**config.mk**
```make
export PLATFORM = sky130hd
export DESIGN_NAME = per_device_fifo_service_queues
export DESIGN_NICKNAME = d
export VERILOG_FILES = /design/src/rtl/core/pdfq_pkg.sv /design/src/rtl/core/pdfq_front.sv /design/src/rtl/core/pdfq_back.sv /design/src/rtl/core/pdfq_rsp_fifo.sv /design/src/rtl/core/per_device_fifo_service_queues.sv
export SDC_FILE = /design/constraint.sdc
export NUM_CORES = 2
export LEC_CHECK = 0
export BUFFER_PORTS_ARGS = -buffer_cell sky130_fd_sc_hd__buf_2
export CAP_MARGIN = 20
export CELL_PAD_IN_SITES_DETAIL_PLACEMENT = 2
export CELL_PAD_IN_SITES_GLOBAL_PLACEMENT = 2
export CORE_MARGIN = 2
export CORE_UTILIZATION = 40
export CTS_CLUSTER_SIZE = 28
export DETAILED_ROUTE_END_ITERATION = 7
export PLACE_DENSITY = 0.69
export RECOVER_POWER = 50
export SETUP_SLACK_MARGIN = 0.5
export SYNTH_ARGS = -nofsm -noshare
export SYNTH_HDL_FRONTEND = slang
export SYNTH_SLANG_ARGS = --single-unit
```
**constraint.sdc**
```tcl
create_clock -name clk -period 6.68 [get_ports clk]
set_input_delay 2.004 -clock clk [delete_from_list [all_inputs] [get_ports clk]]
set_output_delay 2.004 -clock clk [all_outputs]
set_load 0.02 [all_outputs]
```
**src/rtl/core/pdfq_pkg.sv**
```systemverilog
// Shared types and constants for the per-device FIFO service queues.
// Holds the request, result, command and entry formats shared by the modules.
// Depends on nothing.
package pdfq_pkg;

	localparam int DEVICE_COUNT = 8;
	localparam int QUEUE_DEPTH = 16;
	localparam int STORE_SIZE = DEVICE_COUNT * QUEUE_DEPTH;

	localparam int DEV_W = (DEVICE_COUNT > 1) ? $clog2(DEVICE_COUNT) : 1;
	localparam int QIDX_W = $clog2(QUEUE_DEPTH);
	localparam int QCNT_W = $clog2(QUEUE_DEPTH + 1);
	localparam int ADDR_W = (STORE_SIZE > 1) ? $clog2(STORE_SIZE) : 1;

	localparam logic [3:0] CFG_RESET = 4'd8;

	localparam logic OP_ADD = 1'b0;
	localparam logic OP_COMPLETE = 1'b1;

	localparam logic [1:0] STATUS_OK = 2'd0;
	localparam logic [1:0] STATUS_FULL = 2'd1;
	localparam logic [1:0] STATUS_RANGE = 2'd2;

	typedef struct packed {
		logic        op;
		logic [3:0]  device;
		logic [15:0] pid;
		logic [7:0]  priority_req;
	} req_t;

	typedef struct packed {
		logic [1:0]  status;
		logic        finished_valid;
		logic [15:0] finished_pid;
		logic [7:0]  finished_priority;
		logic        serving_valid;
		logic [15:0] serving_pid;
	} rsp_t;

	// Layout of a stored process: priority above pid.
	typedef struct packed {
		logic [7:0]  prio;
		logic [15:0] pid;
	} entry_t;

	// A classified request as it waits between front and back.
	typedef struct packed {
		logic             bad;
		logic             op;
		logic [DEV_W-1:0] dev_idx;
		entry_t           entry;
	} cmd_t;

endpackage

```
**src/rtl/core/pdfq_front.sv**
```systemverilog
// Front end: accepts requests, holds the device-count register, checks the
// device range and queues classified commands for the back end.
// Depends on pdfq_pkg.
module pdfq_front import pdfq_pkg::*; (
	input  logic       clk,
	input  logic       arst_n,
	input  logic       push,
	output logic       full,
	input  req_t       req,
	input  logic       cfg_valid,
	output logic       cfg_ready,
	input  logic [3:0] cfg_data,
	output logic       cmd_valid,
	input  logic       cmd_take,
	output cmd_t       cmd
);

	logic [3:0] cfg_q;
	cmd_t       cmd_q [2];
	logic       wr_ptr_q;
	logic       rd_ptr_q;
	logic [1:0] count_q;
	logic       accept;
	logic [3:0] dev_m1;
	cmd_t       new_cmd;

	assign cfg_ready = 1'b1;
	assign full = (count_q == 2'd2);
	assign accept = push && !full;
	assign cmd_valid = (count_q != 2'd0);
	assign cmd = cmd_q[rd_ptr_q];
	assign dev_m1 = req.device - 4'd1;

	// A device number is rejected when it is zero or above either the
	// register or the number of devices built.
	always_comb begin
		new_cmd.bad = (req.device == 4'd0) || (int'(req.device) > int'(cfg_q))
			|| (int'(req.device) > DEVICE_COUNT);
		new_cmd.op = req.op;
		new_cmd.dev_idx = DEV_W'(dev_m1);
		new_cmd.entry.prio = req.priority_req;
		new_cmd.entry.pid = req.pid;
	end

	always_ff @(posedge clk or negedge arst_n) begin
		if (!arst_n) begin
			cfg_q <= CFG_RESET;
			wr_ptr_q <= 1'b0;
			rd_ptr_q <= 1'b0;
			count_q <= 2'd0;
		end else begin
			if (cfg_valid) begin
				cfg_q <= cfg_data;
			end
			if (accept) begin
				wr_ptr_q <= !wr_ptr_q;
			end
			if (cmd_take) begin
				rd_ptr_q <= !rd_ptr_q;
			end
			case ({accept, cmd_take})
				2'b10: count_q <= count_q + 2'd1;
				2'b01: count_q <= count_q - 2'd1;
				default: count_q <= count_q;
			endcase
		end
	end

	always_ff @(posedge clk) begin
		if (accept) begin
			cmd_q[wr_ptr_q] <= new_cmd;
		end
	end

endmodule

```
**src/rtl/core/pdfq_back.sv**
```systemverilog
// Back end: per-device service slots, queue pointers and the wait store.
// Executes one command at a time and hands each result to the result queue.
// Depends on pdfq_pkg.
module pdfq_back import pdfq_pkg::*; (
	input  logic clk,
	input  logic arst_n,
	input  logic cmd_valid,
	input  cmd_t cmd,
	output logic cmd_take,
	input  logic rsp_full,
	output logic rsp_push,
	output rsp_t rsp_item
);

	localparam logic ST_IDLE = 1'b0;
	localparam logic ST_READ = 1'b1;

	logic              state_q;
	logic [QIDX_W-1:0] head_q [DEVICE_COUNT];
	logic [QCNT_W-1:0] count_q [DEVICE_COUNT];
	logic              busy_q [DEVICE_COUNT];
	entry_t            slot_q [DEVICE_COUNT];
	entry_t            mem [STORE_SIZE];
	entry_t            rd_q;
	entry_t            fin_q;
	logic [DEV_W-1:0]  cur_dev_q;
	logic [QIDX_W-1:0] cur_head_q;
	logic [QCNT_W-1:0] cur_count_q;

	logic [QIDX_W-1:0] head;
	logic [QCNT_W-1:0] cnt;
	logic              busy;
	entry_t            slot;
	logic [QCNT_W:0]   tail_sum;
	logic [QIDX_W-1:0] tail;
	logic [QIDX_W-1:0] head_next;
	logic [ADDR_W-1:0] dev_base;
	logic [ADDR_W-1:0] waddr;
	logic [ADDR_W-1:0] raddr;
	logic              do_fill;
	logic              do_append;
	logic              do_release;
	logic              do_promote;

	always_comb begin
		head = head_q[cmd.dev_idx];
		cnt = count_q[cmd.dev_idx];
		busy = busy_q[cmd.dev_idx];
		slot = slot_q[cmd.dev_idx];

		tail_sum = (QCNT_W+1)'(head) + (QCNT_W+1)'(cnt);
		if (tail_sum >= (QCNT_W+1)'(QUEUE_DEPTH)) begin
			tail_sum = tail_sum - (QCNT_W+1)'(QUEUE_DEPTH);
		end
		tail = QIDX_W'(tail_sum);
		head_next = (cur_head_q == QIDX_W'(QUEUE_DEPTH - 1)) ? '0
			: cur_head_q + QIDX_W'(1);

		dev_base = ADDR_W'(cmd.dev_idx) * ADDR_W'(QUEUE_DEPTH);
		waddr = dev_base + ADDR_W'(tail);
		raddr = dev_base + ADDR_W'(head);

		cmd_take = (state_q == ST_IDLE) && cmd_valid && !rsp_full;
		do_fill = cmd_take && !cmd.bad && (cmd.op == OP_ADD) && !busy;
		do_append = cmd_take && !cmd.bad && (cmd.op == OP_ADD) && busy
			&& (cnt < QCNT_W'(QUEUE_DEPTH));
		do_release = cmd_take && !cmd.bad && (cmd.op == OP_COMPLETE) && busy
			&& (cnt == '0);
		do_promote = cmd_take && !cmd.bad && (cmd.op == OP_COMPLETE) && busy
			&& (cnt != '0);

		rsp_item = '0;
		rsp_push = 1'b0;
		if (state_q == ST_READ) begin
			// The queue head has arrived from the store and moves into service.
			rsp_push = 1'b1;
			rsp_item.status = STATUS_OK;
			rsp_item.finished_valid = 1'b1;
			rsp_item.finished_pid = fin_q.pid;
			rsp_item.finished_priority = fin_q.prio;
			rsp_item.serving_valid = 1'b1;
			rsp_item.serving_pid = rd_q.pid;
		end else if (cmd_take && !do_promote) begin
			rsp_push = 1'b1;
			if (cmd.bad) begin
				rsp_item.status = STATUS_RANGE;
			end else if (cmd.op == OP_ADD) begin
				rsp_item.status = (do_fill || do_append) ? STATUS_OK : STATUS_FULL;
				rsp_item.serving_valid = 1'b1;
				rsp_item.serving_pid = do_fill ? cmd.entry.pid : slot.pid;
			end else if (busy) begin
				rsp_item.finished_valid = 1'b1;
				rsp_item.finished_pid = slot.pid;
				rsp_item.finished_priority = slot.prio;
			end
		end
	end

	always_ff @(posedge clk or negedge arst_n) begin
		if (!arst_n) begin
			state_q <= ST_IDLE;
			for (int i = 0; i < DEVICE_COUNT; i++) begin
				head_q[i] <= '0;
				count_q[i] <= '0;
				busy_q[i] <= 1'b0;
			end
		end else begin
			case (state_q)
				ST_IDLE: begin
					if (do_promote) begin
						state_q <= ST_READ;
					end
					if (do_fill) begin
						busy_q[cmd.dev_idx] <= 1'b1;
					end
					if (do_append) begin
						count_q[cmd.dev_idx] <= cnt + QCNT_W'(1);
					end
					if (do_release) begin
						busy_q[cmd.dev_idx] <= 1'b0;
					end
				end
				ST_READ: begin
					state_q <= ST_IDLE;
					head_q[cur_dev_q] <= head_next;
					count_q[cur_dev_q] <= cur_count_q - QCNT_W'(1);
				end
				default: state_q <= ST_IDLE;
			endcase
		end
	end

	always_ff @(posedge clk) begin
		if (do_fill) begin
			slot_q[cmd.dev_idx] <= cmd.entry;
		end
		if (state_q == ST_READ) begin
			slot_q[cur_dev_q] <= rd_q;
		end
		if (do_promote) begin
			fin_q <= slot;
			cur_dev_q <= cmd.dev_idx;
			cur_head_q <= head;
			cur_count_q <= cnt;
		end
	end

	// Wait store: one write port, one registered read port.
	always_ff @(posedge clk) begin
		if (do_append) begin
			mem[waddr] <= cmd.entry;
		end
		rd_q <= mem[raddr];
	end

endmodule

```
**src/rtl/core/pdfq_rsp_fifo.sv**
```systemverilog
// Two-entry result queue between the back end and the result ports.
// Lets the back end finish an item while an earlier result waits.
// Depends on pdfq_pkg.
module pdfq_rsp_fifo import pdfq_pkg::*; (
	input  logic clk,
	input  logic arst_n,
	input  logic wr_en,
	input  rsp_t wr_item,
	output logic wr_full,
	input  logic pop,
	output logic empty,
	output rsp_t rsp
);

	rsp_t       buf_q [2];
	logic       wr_ptr_q;
	logic       rd_ptr_q;
	logic [1:0] count_q;
	logic       take;

	assign wr_full = (count_q == 2'd2);
	assign empty = (count_q == 2'd0);
	assign take = pop && !empty;
	assign rsp = buf_q[rd_ptr_q];

	always_ff @(posedge clk or negedge arst_n) begin
		if (!arst_n) begin
			wr_ptr_q <= 1'b0;
			rd_ptr_q <= 1'b0;
			count_q <= 2'd0;
		end else begin
			if (wr_en) begin
				wr_ptr_q <= !wr_ptr_q;
			end
			if (take) begin
				rd_ptr_q <= !rd_ptr_q;
			end
			case ({wr_en, take})
				2'b10: count_q <= count_q + 2'd1;
				2'b01: count_q <= count_q - 2'd1;
				default: count_q <= count_q;
			endcase
		end
	end

	always_ff @(posedge clk) begin
		if (wr_en) begin
			buf_q[wr_ptr_q] <= wr_item;
		end
	end

endmodule

```
**src/rtl/core/per_device_fifo_service_queues.sv**
```systemverilog
// Top level of the per-device FIFO service queues.
// Joins front end, back end and result queue; depends on pdfq_pkg.
//
//   channel   signals                       transfer when
//   request   push, full, req               push && !full
//   result    empty, pop, rsp               pop && !empty
//   config    cfg_valid, cfg_ready, cfg_data cfg_valid && cfg_ready
//
// The back end executes one command per cycle while the result queue has
// room; a complete that promotes a waiting entry adds a read state for
// the registered read of the wait store. On its way to the result ports
// a result passes the command queue and then the result queue.
// Reset clears all slots and queues; the wait store itself is not cleared.
// A full result queue stalls the back end, and the two-entry command queue
// then fills and raises full.
module per_device_fifo_service_queues import pdfq_pkg::*; (
	input  logic       clk,
	input  logic       arst_n,
	input  logic       push,
	output logic       full,
	input  req_t       req,
	output logic       empty,
	input  logic       pop,
	output rsp_t       rsp,
	input  logic       cfg_valid,
	output logic       cfg_ready,
	input  logic [3:0] cfg_data
);

	logic cmd_valid;
	logic cmd_take;
	cmd_t cmd;
	logic rsp_full;
	logic rsp_push;
	rsp_t rsp_item;

	pdfq_front u_front (
		.clk       (clk),
		.arst_n    (arst_n),
		.push      (push),
		.full      (full),
		.req       (req),
		.cfg_valid (cfg_valid),
		.cfg_ready (cfg_ready),
		.cfg_data  (cfg_data),
		.cmd_valid (cmd_valid),
		.cmd_take  (cmd_take),
		.cmd       (cmd)
	);

	pdfq_back u_back (
		.clk       (clk),
		.arst_n    (arst_n),
		.cmd_valid (cmd_valid),
		.cmd       (cmd),
		.cmd_take  (cmd_take),
		.rsp_full  (rsp_full),
		.rsp_push  (rsp_push),
		.rsp_item  (rsp_item)
	);

	pdfq_rsp_fifo u_rsp_fifo (
		.clk     (clk),
		.arst_n  (arst_n),
		.wr_en   (rsp_push),
		.wr_item (rsp_item),
		.wr_full (rsp_full),
		.pop     (pop),
		.empty   (empty),
		.rsp     (rsp)
	);

endmodule

```
# Word-level counts from Yosys, hierarchy flattened
# Memories as Yosys holds them, arrays and structs flattened. A register that Yosys moved wholly into a read port is not among the register bits.
# Cells that the tools add are included.
# word_totals
reg_bits,129
latch_bits,0
ram_bits,3410
rom_bits,0
inputBits,38
out_inout_bits,47
wordCells,169
n_memories,4
# memory_table
memory,words,word_bits,rd,rd_clocked_by_memory_dff,write_ports,line_no,text
u_back.mem,128,24,1,1,1,pdfq_back.sv:23,entry_t mem [STORE_SIZE];
u_back.slot_q,8,24,1,0,1,pdfq_back.sv:22,entry_t slot_q [DEVICE_COUNT];
u_rsp_fifo.buf_q,2,44,1,0,1,pdfq_rsp_fifo.sv:15,rsp_t buf_q [2];
u_front.cmd_q,2,29,1,0,1,pdfq_front.sv:19,cmd_t cmd_q [2];
# op_classes
n_addsub,12
mul,0
div_mod_pow,0
order_cmp,8
n_eq_ne,8
n_shift,0
muxes,56
bitwise_logic,7
reduce_logical,37
# ops
op,count
44-bit 2-to-1 mux,2
40-bit bitwise mux,2
40-bit one-hot mux with 2 select lines,1
25-bit 2-to-1 mux,2
42-bit 2-to-1 mux,1
40-bit 2-to-1 mux,1
32-bit bitwise mux,1
5-bit demux with 3-bit select,2
24-bit 2-to-1 mux,1
8-bit 2-to-1 mux,3
24-bit OR reduction,1
4-bit 2-to-1 mux,5
5-bit 2-to-1 mux,4
1-bit 2-to-1 mux,18
17-bit 2-to-1 mux,1
1-bit logical AND,16
16-bit 2-to-1 mux,1
5-bit binary-select mux with 3-bit select,1
7-bit by 4-bit adder with 7-bit output,2
4-bit binary-select mux with 3-bit select,1
4-bit demux with 3-bit select,1
1-bit logical NOT,10
8-bit AND,1
2-bit == test (second input constant),4
other kinds (33),46

# Logic depth before layout (Yosys ltp)
# logic_depth
ltp_word,13
ltp_mapped,19

# By module
# A second synthesis with hierarchy kept.
# unflattened
cells_unflattened,9499
hier_area_um2,141997.4
# modules_own_cells
module,instances,cells_each,area_each_um2
pdfq_back,1,9205,135841.5
pdfq_rsp_fifo,1,154,3569.7
pdfq_front,1,140,2586.2

# Least setup slack after synthesis
# No wires, ideal clock.
# synth_path
path_type,flip-flop to flip-flop
from,reg u_front.rd_ptr_q
to,mem u_back.mem[100][0] (netlist bit) (enable)
setup_ns,0.405
arrival_ns,5.026
t_required_ns,6.275
path_slack_ns,1.249
path_stages_with_launch,17
n_path_buf,6
period_less_slack_ns,5.431
cell_sequence,dfrtp_1 > buf_6 > buf_6 > nand3b_4 > a21oi_1 > or4_4 > a211o_4 > clkinv_4 > buf_2 > buf_2 > buf_2 > buf_1 > ha_1 > a221oi_4 > xor2_4 > nand2_4 > nor2_1
# synth_between
elab_chain_cells,9
elab_cells_between_ends,25
classes_between,add/sub (3); order compare (2); mux (12); bitwise (2); reduce/logical (5); memory (1)
# synth_rtl
element,line_no,text
"start, declared",pdfq_front.sv:21,logic rd_ptr_q;
"start signal, assigned",pdfq_front.sv:59,rd_ptr_q <= !rd_ptr_q;
memory 2 x 29 bit (*),-,
3-bit NOT with 4-bit output (implied by the code) (*),pdfq_back.sv:46,head = head_q[cmd.dev_idx];
4-bit binary-select mux with 3-bit select (*),pdfq_back.sv:46,
4-bit 2-to-1 mux (implied by the code) (*) (2 in a row),pdfq_back.sv:46,
via u_back.head[2],pdfq_back.sv:30,logic [QIDX_W-1:0] head;
4-bit by 5-bit adder with 6-bit output (*),pdfq_back.sv:51,tail_sum = (QCNT_W+1)'(head) + (QCNT_W+1)'(cnt);
6-bit by 5-bit >= comparator with 1-bit output or 4-bit by 1-bit subtractor with 4-bit output (tied branches),"pdfq_back.sv:52, pdfq_back.sv:53",
4-bit 2-to-1 mux (*),pdfq_back.sv:52,if (tail_sum >= (QCNT_W+1)'(QUEUE_DEPTH)) begin
7-bit by 4-bit adder with 7-bit output (*),pdfq_back.sv:60,waddr = dev_base + ADDR_W'(tail);
"end, declared",pdfq_back.sv:23,
# The timed path passes the listed nets; every way through them passes the cells marked *. The select of a mux whose other input is x is not followed.

==> flow_summary.ini <==
[worst_setup_path]
required_ps = 7290
critPathMaxFanout = 76
worstSetupEndpointType = flip-flop
cp-startpoint = u_front.rd_ptr_q$_DFFE_PN0P_
crit_arrival_ps = 6910
reg2reg_depth = 3
rr_endpoint = u_back.mem[86][18]$_DFFE_PP_
rr_startpoint = u_front.rd_ptr_q$_DFFE_PN0P_
cp-start-kind = flip-flop
cp-endpoint = u_back.mem[86][18]$_DFFE_PP_
critPathKind = flip-flop to flip-flop
r2r_slack_ps = 390

[routing]
avgViaCountPerCell = 6.10
drc = 0
drtAntennaViolNets = 0
dr.first_iter.drc_count = 10300
routedWlPerCell_um = 35.4
drt_first_pass_iters = 6
drt-total-wl_um = 525000
via_count = 90600

[power_and_ir_drop]
p_int_mw = 48.5
ir_worst_vdd_mv = 0.751
leakage_nw = 52.6
clockPowerShare = 0.250
powerDensity_mw_per_mm2 = 530
p_sw_frac = 0.424
switchingPower_mw = 35.6
p_comb_frac = 0.401
power.share.sequential = 0.348

[synthesis]
synth_compound_area_frac = 0.0523
synth-seq-cells = 3563
yosys.area_share.adder = 0.00126
ys_async_sr_fraction = 0.0261
ys_types = 91
post_synth.cell_area_avg_um2 = 14.4
ys_seq_area_frac = 0.765
synth_edf_count = 3446
synthXorXnorAreaFrac = 0.00183
synthSimpleGateAreaFrac = 0.119
synth_top_family_by_area = simple AND/OR/NAND/NOR gates
synthMuxAreaShare = 0.0418
syn-cell-area_mm2 = 0.139
syn_inst = 9649
yosys_warnings = 0
synthesis.nets = 9701
synth-main-ff-cell = edfxtp_1

[cts]
cts_max_level = 5
cts_tree = yes
clk_path_buf_depth = 4
numCtsBuffers = 386
cts-root-buf = clkbuf_16
cts_sinks = 3563
clk-insertion-delay-late_ps = 980
path_clk_slew_ps = 60

[grt]
grt_pass1_vias = 96200
track_usage = 0.292
use_met3 = 0.0397
grt-ovfl-total = 0
grt_use_met2 = 0.485
busiest_layer = met2
grt_first_pass_wirelength_um = 739000
met1_usage = 0.386
grt_antenna_before_repair = 50
grt_max_degree = 135

[final_layout]
area_growth_pct = 14.2
fin_nets = 9986
final-seq-area_mm2 = 0.106
final_cells = 14800
drive_above_1_share = 0.134
multi_input_area_mm2 = 0.0306
n_fill_cell = 32900

[status]
status = finished with violations
violations = capacitance limit, slew limit

[min_path]
hp-class = flip-flop to flip-flop

[sta]
tns_ps = 0
timing.final.crit_share = 0.942
rsz0062_at_grt = false
drv_slew = 2524
finalSetupViolations = 0
worstMarginPinSlew_ps = 5100
timing.final.crit_period_ps = 6290
fin_skew_ps = 79.0
finalHoldViolCount = 0
fmax_mhz = 159
relSlewSlack = -2.40

[placed_design]
post-place-cells = 14100
gp_congestion = 0.873
port_buffers = 83
hpwl_um = 318000

[die]
rows = 216
coreArea_mm2 = 0.346
initial_utilization = 0.402
num_io_pins = 85
dieArea_mm2 = 0.352
fp.dieW_um = 593
die_h_um = 593

[flow_run]
drv_cap = 46
-- synthesized netlist by cell type (all sizes together), types with 26 or more instances --
master / number / area share
mux4: 98 / 0.016
nor3: 44 / 0.0017
nor4: 34 / 0.0017
mux2: 144 / 0.012
o211ai: 51 / 0.0028
mux2i: 197 / 0.014
nand2: 2479 / 0.067
o21ai: 242 / 0.0087
inv: 44 / 0.0012
edfxtp: 3446 / 0.74
a21oi: 208 / 0.0075
a31oi: 170 / 0.0077
nand4: 101 / 0.0045
nor2: 207 / 0.0060
a32oi: 121 / 0.0076
buf: 246 / 0.0086
clkbuf: 344 / 0.0093
and3: 30 / 0.0014
nand3: 886 / 0.032
o22ai: 155 / 0.0070
dfrtp: 92 / 0.017
o2111ai: 26 / 0.0016
-- critical path, cell delays in order (launching register included) --
cell      delay [ps]
dfrtp_4          560
buf_6            360
mux2_1          3600
clkbuf_2        1150
-- layer usage --
metal,vias up,share of wire
met3,1001,0.070
met5,-,0.00024
met2,3907,0.48
met1,48800,0.40
li1,36900,-
met4,20,0.048
-- power by group through the flow --
stage | Sequential, mW | Combinational, mW | Clock [mW]
final | 29.3 | 33.8 | 21.1
after global routing | 29.3 | 35.4 | 22.1
after CTS | 28.9 | 33.9 | 21.4
after detailed placement | 29.4 | 33.4 | 0
after global placement | 29.3 | 32.0 | 0
after floorplan | 29.0 | 17.7 | 0
-- placed cells by master (no fill, tap or decap), types with 24 or more instances in the layout --
cell type  Yosys  routed
o22ai_1      154     152
a31oi_1      170     170
o2111ai_1     26      26
a22o_1        25      25
a211o_1       24      24
dfrtp_1       92      89
clkinv_1       0     100
bufinv_16      0      26
clkbuf_1     344     128
inv_1         40      41
buf_4          8     317
edfxtp_1    3446    3446
nand2_1     2472    2472
o211ai_1      51      51
mux2_1         0      49
mux2i_1      196     195
mux4_2        98      98
mux2_2       144      95
clkbuf_2       0      28
nand3_1      886     884
nand4_1      101     101
nor2_2        19     146
clkinv_2       0      54
and3_1        30      30
dfxtp_1       24      24
buf_12         0      37
nor3_1        42      42
clkbuf_16      0     392
nor2_1       187      55
buf_2        161      68
o21ai_0      227     226
a21oi_1      206     206
a32oi_1      121     121
-- timing repair --
| action | CTS | global route |
|---|---|---|
| hold buffers | 0 | 0 |
| gates resized for setup | 3 | 1 |
| endpoints found under the setup margin | 4 | 164 |
| pin swaps | 1 | 0 |
| setup buffers | 3 | 0 |
-- registers in the layout (all words and copies together), names as in the netlist, 4 cells and up --
signal and flops:
u_back.busy_q 8, u_back.count_q 40, u_back.cur_count_q 5, u_back.cur_head_q 4, u_back.fin_q 24, u_back.head_q 32, u_back.mem 3072, u_back.rd_q 24
u_back.slot_q 192, u_front.cfg_q 4, u_front.cmd_q 58, u_rsp_fifo.buf_q 88
-- how the worst min path moves through the flow --
stage / endpoint / depth (start not counted) / slack (ps) / startpoint
floorplan: u_back.head_q[0]$_DFFE_PN0P_ / 2 / 450 / u_back.head_q[0]$_DFFE_PN0P_
global placement: u_back.head_q[20]$_DFFE_PN0P_ / 2 / 460 / u_back.head_q[20]$_DFFE_PN0P_
detailed placement: u_back.head_q[12]$_DFFE_PN0P_ / 2 / 480 / u_back.head_q[12]$_DFFE_PN0P_
CTS: u_rsp_fifo.count_q[1]$_DFFE_PN0P_ / 1 / 500 / u_rsp_fifo.count_q[1]$_DFFE_PN0P_
global route: u_front.wr_ptr_q$_DFFE_PN0P_ / 1 / 530 / u_front.wr_ptr_q$_DFFE_PN0P_
finish: u_rsp_fifo.count_q[1]$_DFFE_PN0P_ / 1 / 500 / u_rsp_fifo.count_q[1]$_DFFE_PN0P_
-- area by class of cell --
class / instances / area share
timing repair buffer: 487 / 0.0239
antenna: 17 / 0.000268
inverter: 45 / 0.00131
clock buffer: 494 / 0.0647
sequential: 3563 / 0.670
multi-input combinational: 5451 / 0.193
clock inverter: 208 / 0.0116
tap: 4578 / 0.0361
-- metrics by stage --
step	instance area [µm²]	utilization	worst slack, ps	hold WS, ps	power (mW)
finish	159000	0.459	386	502	84.1
floorplan	139000	-	1250	450	46.7
CTS	159000	0.460	561	501	84.2
global route	159000	0.459	319	531	86.8
global placement	147000	0.425	57.5	464	61.2
detailed placement	147000	0.425	436	483	62.8
-- kinds of logic (layout without fill, tap and decap cells) --
kind of cell               after synthesis  count (layout)
buffers and inverters                  635            1234
muxes                                  439             439
and+or+nand+nor                       3858            3858
DFF                                   3563            3563
other                                    1              18
xor gates and xnor gates                26              26
adders and majority gates               14              14
AOI/OAI and AO/OA                     1113            1113
Note: power is estimated with default switching activity, not from simulation.
